File: config.mk
export PLATFORM = sky130hd
export DESIGN_NAME = pid_speed_loop_integral_separation
export DESIGN_NICKNAME = d
export VERILOG_FILES = /design/src/sv/psl_pkg.sv /design/src/sv/psl_front.sv /design/src/sv/psl_back.sv /design/src/sv/pid_speed_loop_integral_separation.sv
export SDC_FILE = /design/constraint.sdc
export NUM_CORES = 2
export LEC_CHECK = 0
export BUFFER_PORTS_ARGS = -buffer_cell sky130_fd_sc_hd__buf_2
export CORE_UTILIZATION = 45
export DETAILED_ROUTE_END_ITERATION = 10
export PLACE_DENSITY = 0.68
export SYNTH_ARGS = -nofsm -noshare
export SYNTH_HDL_FRONTEND = slang
export SYNTH_SLANG_ARGS = --single-unit
File: constraint.sdc
create_clock -name clk -period 23.2 [get_ports clk]
set_input_delay 2.32 -clock clk [delete_from_list [all_inputs] [get_ports clk]]
set_output_delay 2.32 -clock clk [all_outputs]
set_load 0.02 [all_outputs]
File: src/sv/psl_pkg.sv
`default_nettype none

package psl_pkg;

  localparam int unsigned CFG_INDEX_W = 3;
  localparam int unsigned CFG_DATA_W  = 16;

  localparam logic [CFG_INDEX_W-1:0] REG_GAIN_P           = 3'd0;
  localparam logic [CFG_INDEX_W-1:0] REG_GAIN_I           = 3'd1;
  localparam logic [CFG_INDEX_W-1:0] REG_GAIN_D           = 3'd2;
  localparam logic [CFG_INDEX_W-1:0] REG_SEPARATION_LIMIT = 3'd3;
  localparam logic [CFG_INDEX_W-1:0] REG_INTEGRAL_BOUND   = 3'd4;
  localparam logic [CFG_INDEX_W-1:0] REG_OUTPUT_BOUND     = 3'd5;

  localparam int unsigned Q_FRAC = 8;

  typedef struct packed {
    logic signed [15:0] gain_p;
    logic signed [15:0] gain_i;
    logic signed [15:0] gain_d;
    logic        [15:0] separation_limit;
    logic        [14:0] integral_bound;
    logic        [14:0] output_bound;
  } cfg_t;

  // Gain terms handed from the error stage to the output stage
  typedef struct packed {
    logic signed [32:0] p_term;
    logic signed [31:0] i_term;
    logic signed [33:0] d_term;
  } terms_t;

endpackage

`default_nettype wire

File: src/sv/psl_front.sv
`default_nettype none

module psl_front (
  input  wire logic               clk,
  input  wire logic               rst,
  input  wire logic               load,
  input  wire logic signed [15:0] target_speed,
  input  wire logic signed [15:0] measured_speed,
  input  wire psl_pkg::cfg_t      cfg,
  output psl_pkg::terms_t         terms
);
  import psl_pkg::*;

  logic signed [16:0] prior_error;
  logic signed [15:0] integral_sum;

  logic signed [16:0] err;
  logic        [16:0] mag;
  logic signed [17:0] integral_wide;
  logic signed [17:0] err_wide;
  logic signed [17:0] integral_pre;
  logic signed [17:0] bound_wide;
  logic signed [17:0] integral_clamped;
  logic signed [15:0] integral_sum_next;
  logic signed [17:0] err_diff;
  logic signed [17:0] prior_wide;
  terms_t             terms_next;

  always_comb begin
    err = {target_speed[15], target_speed} - {measured_speed[15], measured_speed};
    mag = err[16] ? 17'(-err) : 17'(err);

    integral_wide = {{2{integral_sum[15]}}, integral_sum};
    err_wide      = {err[16], err};
    prior_wide    = {prior_error[16], prior_error};

    // Clear the integral once the error reaches the separation limit
    if (mag >= {1'b0, cfg.separation_limit}) begin
      integral_pre = '0;
    end else begin
      integral_pre = integral_wide + err_wide;
    end

    bound_wide = {3'b000, cfg.integral_bound};
    if (integral_pre >= bound_wide) begin
      integral_clamped = bound_wide;
    end else if (integral_pre <= -bound_wide) begin
      integral_clamped = -bound_wide;
    end else begin
      integral_clamped = integral_pre;
    end
    integral_sum_next = integral_clamped[15:0];

    err_diff = err_wide - prior_wide;

    terms_next.p_term = cfg.gain_p * err;
    terms_next.i_term = cfg.gain_i * integral_sum_next;
    terms_next.d_term = cfg.gain_d * err_diff;
  end

  always_ff @(posedge clk) begin
    if (rst) begin
      prior_error  <= '0;
      integral_sum <= '0;
    end else if (load) begin
      prior_error  <= err;
      integral_sum <= integral_sum_next;
    end
  end

  always_ff @(posedge clk) begin
    if (load) begin
      terms <= terms_next;
    end
  end

endmodule

`default_nettype wire

File: src/sv/psl_back.sv
`default_nettype none

module psl_back (
  input  wire logic               clk,
  input  wire logic               load,
  input  wire psl_pkg::terms_t    terms,
  input  wire logic        [14:0] output_bound,
  output logic signed      [15:0] drive
);
  import psl_pkg::*;

  logic signed [35:0] acc;
  logic signed [35:0] acc_adj;
  logic signed [27:0] quot;
  logic signed [27:0] bound_wide;
  logic signed [27:0] quot_clamped;

  always_comb begin
    acc = 36'(terms.p_term) + 36'(terms.i_term) + 36'(terms.d_term);
    // Bias negative sums so the shift truncates toward zero
    acc_adj = acc[35] ? acc + 36'((1 << Q_FRAC) - 1) : acc;
    quot    = 28'(acc_adj >>> Q_FRAC);

    bound_wide = {13'd0, output_bound};
    if (quot >= bound_wide) begin
      quot_clamped = bound_wide;
    end else if (quot <= -bound_wide) begin
      quot_clamped = -bound_wide;
    end else begin
      quot_clamped = quot;
    end
  end

  always_ff @(posedge clk) begin
    if (load) begin
      drive <= quot_clamped[15:0];
    end
  end

endmodule

`default_nettype wire

File: src/sv/pid_speed_loop_integral_separation.sv
// Speed-loop PID controller with integral separation and clamping.
//
// Input channel: in_valid / in_stall carry one request of target_speed and
// measured_speed. Output channel: out_valid / out_stall carry one drive value
// per request, in request order. A request is taken at a rising edge with
// valid high and stall low.
// From acceptance to out_valid, the request lands in an input register, the
// error/integral stage and its three gain multiplies feed the terms register,
// and the sum, truncation and clamp feed the output register.
// One request is taken every cycle while in_stall is low; the integral and
// previous error update in the same cycle a request enters the terms register,
// so consecutive requests see each other's state.
// When the receiver stalls, the output register holds its value and empty
// stages ahead of it still fill, so up to three requests are held before
// in_stall rises.
// Configuration is a plain write port (cfg_write_enable, cfg_index, cfg_data)
// and must be written only while no request is in flight; unknown indexes are
// ignored. Synchronous reset clears the pipeline valid flags, the integral and the
// previous error, and loads the register reset values.
`default_nettype none

module pid_speed_loop_integral_separation (
  input  wire logic                                clk,
  input  wire logic                                rst,
  input  wire logic                                in_valid,
  output logic                                     in_stall,
  input  wire logic signed [15:0]                  target_speed,
  input  wire logic signed [15:0]                  measured_speed,
  output logic                                     out_valid,
  input  wire logic                                out_stall,
  output logic signed [15:0]                       drive,
  input  wire logic                                cfg_write_enable,
  input  wire logic        [psl_pkg::CFG_INDEX_W-1:0] cfg_index,
  input  wire logic        [psl_pkg::CFG_DATA_W-1:0]  cfg_data
);
  import psl_pkg::*;

  cfg_t               cfg;
  logic               valid_a;
  logic               valid_b;
  logic signed [15:0] target_a;
  logic signed [15:0] measured_a;
  logic               load_a;
  logic               load_b;
  logic               load_c;
  terms_t             terms_b;

  always_comb begin
    load_c   = !out_valid || !out_stall;
    load_b   = !valid_b || load_c;
    load_a   = !valid_a || load_b;
    in_stall = !load_a;
  end

  always_ff @(posedge clk) begin
    if (rst) begin
      cfg.gain_p           <= '0;
      cfg.gain_i           <= '0;
      cfg.gain_d           <= '0;
      cfg.separation_limit <= 16'hFFFF;
      cfg.integral_bound   <= 15'h7FFF;
      cfg.output_bound     <= 15'h7FFF;
    end else if (cfg_write_enable) begin
      unique case (cfg_index)
        REG_GAIN_P:           cfg.gain_p           <= cfg_data;
        REG_GAIN_I:           cfg.gain_i           <= cfg_data;
        REG_GAIN_D:           cfg.gain_d           <= cfg_data;
        REG_SEPARATION_LIMIT: cfg.separation_limit <= cfg_data;
        REG_INTEGRAL_BOUND:   cfg.integral_bound   <= cfg_data[14:0];
        REG_OUTPUT_BOUND:     cfg.output_bound     <= cfg_data[14:0];
        default: ;
      endcase
    end
  end

  always_ff @(posedge clk) begin
    if (rst) begin
      valid_a   <= 1'b0;
      valid_b   <= 1'b0;
      out_valid <= 1'b0;
    end else begin
      if (load_a) begin
        valid_a <= in_valid;
      end
      if (load_b) begin
        valid_b <= valid_a;
      end
      if (load_c) begin
        out_valid <= valid_b;
      end
    end
  end

  always_ff @(posedge clk) begin
    if (load_a) begin
      target_a   <= target_speed;
      measured_a <= measured_speed;
    end
  end

  psl_front u_front (
    .clk            (clk),
    .rst            (rst),
    .load           (load_b && valid_a),
    .target_speed   (target_a),
    .measured_speed (measured_a),
    .cfg            (cfg),
    .terms          (terms_b)
  );

  psl_back u_back (
    .clk          (clk),
    .load         (load_c && valid_b),
    .terms        (terms_b),
    .output_bound (cfg.output_bound),
    .drive        (drive)
  );

endmodule

`default_nettype wire
==> impl.org <==
** Status
- The flow ran to the end, and the final reports show no timing, DRC or antenna violations.

** Layout
- Cells with a size suffix above 1 make up ~5.4% of the layout.
- Count of fill cells added during filler insertion :: about 10000
- Layout net count :: about 6800
- Post-Route Utilization :: 48.4%
- The sequential cells in the finished layout cover a total of approximately 0.0070 mm^2.
- In the final layout, the multi-input gates occupy about 0.038 mm^2.
- The finished layout holds approximately 6900 standard cells, fillers aside.
- The area growth from synthesis to layout is 6.28%.

** Place
- At the placement stage, the worst setup path has a slack of about 8 ns.
- Counting tap cells, the placed design contains a total of around 6900 instances.
- RePlAce Congestion :: ~0.94
- Summed over all nets, the half-perimeter wirelength after detailed placement is roughly 100000 um.
- The count of buffers added on input and output ports is between 70 and 80.

** Timing
- Setup repair after global routing missed its margin :: no
- Normalized max-slew margin :: between 20% and 30%
- On the final layout, the worst clock skew is about 0.013 ns.
- Count of pins over their slew limit :: 0
- Final critical delay including setup and external delays :: 15.52 ns
- Worst Tran Pin Value :: 1.16 ns
- Summed over all failing endpoints, the final setup total negative slack is 0 ns.
- Final clock period utilization by the worst path :: around 67%
- Number of hold violations in the final report :: 0
- Across all setup checks in the final design, the least slack found is ~7.7 ns.
- Max frequency :: 64.4 MHz
- Final setup fails :: 0

** Route
- Post-detailed-route via-to-cell ratio :: 5.49
- First-pass iteration count of the detailed router :: 5
- In this run the remaining antenna-violating nets after routing total 0.
- For this run, design rule violations remaining after detail routing come to 0.
- Via count :: around 38000
- Dividing the detail-routed wire length by the instance count gives slightly below 20 um.
- DRT iter0 DRCs :: 3222
- For this block, the routed nets add up to roughly 130000 um of wire.

** Power and ir drop
- After layout, the design draws a total of 6450 uW.
- Worst ir drop on vdd :: around 0.17 mV
- Static leakage power :: 0.0240 uW
- Power spread over the standard cell area amounts to around 120 mW/mm^2.

** Global route
- The first global-routing pass estimated 214000 um of wire.
- The initial antenna violation count came to 12.
- The total overflow left after global routing is 0.
- Global Route met3 Usage :: under 10%
- Global routing used roughly 24% of the available tracks across all layers.
- Maximum number of pins on one net before global-route repair :: ~70
- In the global route stage, met2 resource usage came out at between 30 and 40%.
- Via count of the first global-routing pass :: between 30000 and 40000
- For met1 alone, demand over resource in global routing was 34.1%.
- met2 is the most crowded layer.

** Floorplan
- Io pins :: 74
- Starting Density :: between 40% and 50%
- Core area :: about 0.11 mm^2
- Row generation in the floorplan step produced between 100 and 150 rows.
- Die Outline Area :: approximately 0.11 mm^2
- Vertical die dimension :: between 300 and 400 um
- Die outline width :: between 300 and 400 um

** Setup path
- In this run the register-to-register setup slack is between 7 and 8 ns.
- Largest stage delay on the critical path :: around 0.7 ns
- CP max stage cell :: sky130_fd_sc_hd__a2111oi_0
- In this run the critical register-to-register path is captured at u_front.terms[65]$_DFFE_PP_.
- The worst setup path is captured at a flop.
- Crit path top cell by count :: sky130_fd_sc_hd__fa_1
- For the worst setup path, the data arrival time is around 16 ns.
- Worst R2R Start :: measured_a[0]$_DFFE_PN_
- The worst setup path is launched from a flop.
- Launch point of the critical path :: measured_a[0]$_DFFE_PN_
- Cell depth of the worst flop-to-flop path :: 56
- In this run the worst path has a maximum fanout of 23.
- Classification of the worst setup path :: reg -> reg
- Req. time, crit path :: approximately 24 ns

** Yosys
- In this run the cell area of the synthesized design comes to approximately 0.050 mm^2.
- In this run, synthesis inferred approximately 150 flip-flops with an integrated enable.
- Most used DFF post-synth :: sky130_fd_sc_hd__edfxtp_1
- For this run, the register share of the synthesized area comes to between 10% and 20%.
- Each instance of the synthesized netlist takes up on average 9.14 um^2.
- Synthesized netlist net count :: just under 7000
- Leading cell types by total area after synthesis :: sky130_fd_sc_hd__fa_1 (35%), sky130_fd_sc_hd__ha_1 (11%), sky130_fd_sc_hd__edfxtp_1 (8.9%)
- Count of distinct cell types in the synthesized netlist :: 87
- Synth warn :: 0
- Library cell with the largest summed area after synthesis :: sky130_fd_sc_hd__fa_1
- Share of the synthesized area in the top cell type :: 34.9%
- Syn Inst Count :: ~5400
- Synthesis inferred 277 register bits.
- After synthesis, the share of flip-flops with an asynchronous set or reset is 0%.

** Worst hold path
- The startpoint identified for the worst hold timing path is u_front.prior_error[11]$_SDFFE_PP0P_.
- In this run the worst hold path is classified as reg -> reg.
- The worst hold path terminates at u_front.prior_error[11]$_SDFFE_PP0P_.
- Worst Hold Depth :: 2

** CTS
- The clock net in this run drives a total of between 200 and 300 sinks.
- TritonCTS built the clock tree.
- Deepest clock path buffer count :: 3
- Count of buffers added by post-CTS timing repair for setup :: 0
- Hold-fix buffers at CTS :: 0
- H-tree Lvls :: 1
- Count of cells resized by post-cts repair :: 0
- Clk Tree Root Cell :: sky130_fd_sc_hd__clkbuf_16
- Clock Pin Slew Worst Setup and Hold Paths :: about 0.060 ns
- Counting the buffers created by CTS gives 31.
- For the worst-skew pair, the clock arrives at the later sink with an insertion delay of roughly 0.62 ns.

** Job
- Reported max-cap violation count :: 0
## flip-flops by register name, indices dropped and copies added, names as in the netlist
name and cells:
u_front.integral_sum 16, target_a 16, out_valid 1, measured_a 16, valid_a 1, u_front.prior_error 17, u_front.terms 99, u_back.drive 16
cfg 94, valid_b 1
## logic make-up after synthesis
kind of cell | Yosys count | share of synthesized area (%)
AND/OR/NAND/NOR | 1674 | 16.7
adder cells (fa/ha/maj) | 1289 | 45.6
buffers and inverters | 1214 | 9.28
AO/OA/AOI/OAI | 732 | 9.79
flip-flops | 277 | 14.1
XOR/XNOR | 214 | 3.77
multiplexers | 34 | 0.753
## critical path: cells and delay by family (launching register included)
kind / cells / cell delay (ns)
AND/OR/NAND/NOR: 11 / 3.16
AO/OA/AOI/OAI: 25 / 5.80
buffers and inverters: 8 / 1.18
adder cells (fa/ha/maj): 11 / 4.53
flip-flops: 1 / 0.36
multiplexers: 1 / 0.19
## Yosys cell counts (all sizes together), types with 66 or more instances
master	count
a21o	72
a21oi	223
and2	205
and3	76
clkbuf	180
dfxtp	130
edfxtp	147
fa	866
ha	422
inv	1003
nand2	684
nand3	84
nor2	190
nor2b	138
nor3	83
o211ai	66
o21ai	110
xnor2	149
## how the worst max path moves through the flow
stage	end	depth (start not counted)
after floorplan	u_front.terms[65]$_DFFE_PP_	56
after global placement	u_front.terms[65]$_DFFE_PP_	57
after detailed placement	u_front.terms[65]$_DFFE_PP_	56
after CTS	u_front.terms[65]$_DFFE_PP_	56
after global routing	u_front.terms[65]$_DFFE_PP_	57
final	u_front.terms[65]$_DFFE_PP_	56
## metal layers
layer,share of wire (%),routed length [um],vias to the layer above
met5,0.026,34,-
met4,3.3,4330,6
met3,7.9,10500,241
met2,46,60600,1415
met1,43,57400,19000
li1,-,-,17300
## per-stage QoR
stage,cell area [um^2],hold WS [ns]
after floorplan,49700,0.436
after global placement,51700,0.442
after detailed placement,51700,0.446
after CTS,52800,0.454
after global routing,52800,0.476
final,52800,0.454
## where the power goes
part / switching (uW) / internal (uW) / total [uW]
Combinational: 3270 / 1900 / 5170
Clock: 225 / 307 / 532
Sequential: 59.6 / 690 / 749
## cells in the final DEF, fill, tap and decap left out, types with 16 or more instances in the layout
cell	instances
sky130_fd_sc_hd__o21bai_1	25
sky130_fd_sc_hd__nor3_1	82
sky130_fd_sc_hd__a2111oi_0	16
sky130_fd_sc_hd__nand3_1	84
sky130_fd_sc_hd__and2_1	204
sky130_fd_sc_hd__buf_4	78
sky130_fd_sc_hd__o31a_1	16
sky130_fd_sc_hd__fa_1	866
sky130_fd_sc_hd__o21ai_0	107
sky130_fd_sc_hd__edfxtp_1	147
sky130_fd_sc_hd__nor4_1	16
sky130_fd_sc_hd__nand2_1	684
sky130_fd_sc_hd__xor2_1	61
sky130_fd_sc_hd__dfxtp_1	130
sky130_fd_sc_hd__nor3b_2	19
sky130_fd_sc_hd__nor2b_1	138
sky130_fd_sc_hd__a21oi_1	221
sky130_fd_sc_hd__or2_2	19
sky130_fd_sc_hd__a31oi_1	18
sky130_fd_sc_hd__a21o_1	72
sky130_fd_sc_hd__clkbuf_16	32
sky130_fd_sc_hd__mux2i_1	20
sky130_fd_sc_hd__inv_1	1001
sky130_fd_sc_hd__o211ai_1	66
sky130_fd_sc_hd__nand2b_1	62
sky130_fd_sc_hd__buf_2	73
sky130_fd_sc_hd__nor2_1	187
sky130_fd_sc_hd__and3_1	76
sky130_fd_sc_hd__o21a_1	39
sky130_fd_sc_hd__ha_1	422
sky130_fd_sc_hd__or3_1	16
sky130_fd_sc_hd__nand4_1	28
sky130_fd_sc_hd__a211oi_1	32
sky130_fd_sc_hd__xnor2_1	147
## final cells by class
cell class / instances / area share (%)
antenna: 3 / 0.0142
sequential: 277 / 13.3
multi-input combinational: 3943 / 72.2
inverter: 1004 / 7.14
clock inverter: 18 / 0.415
timing repair buffer: 151 / 1.80
clock buffer: 39 / 1.62
tap: 1476 / 3.50
Note: power is estimated with default switching activity, not from simulation.
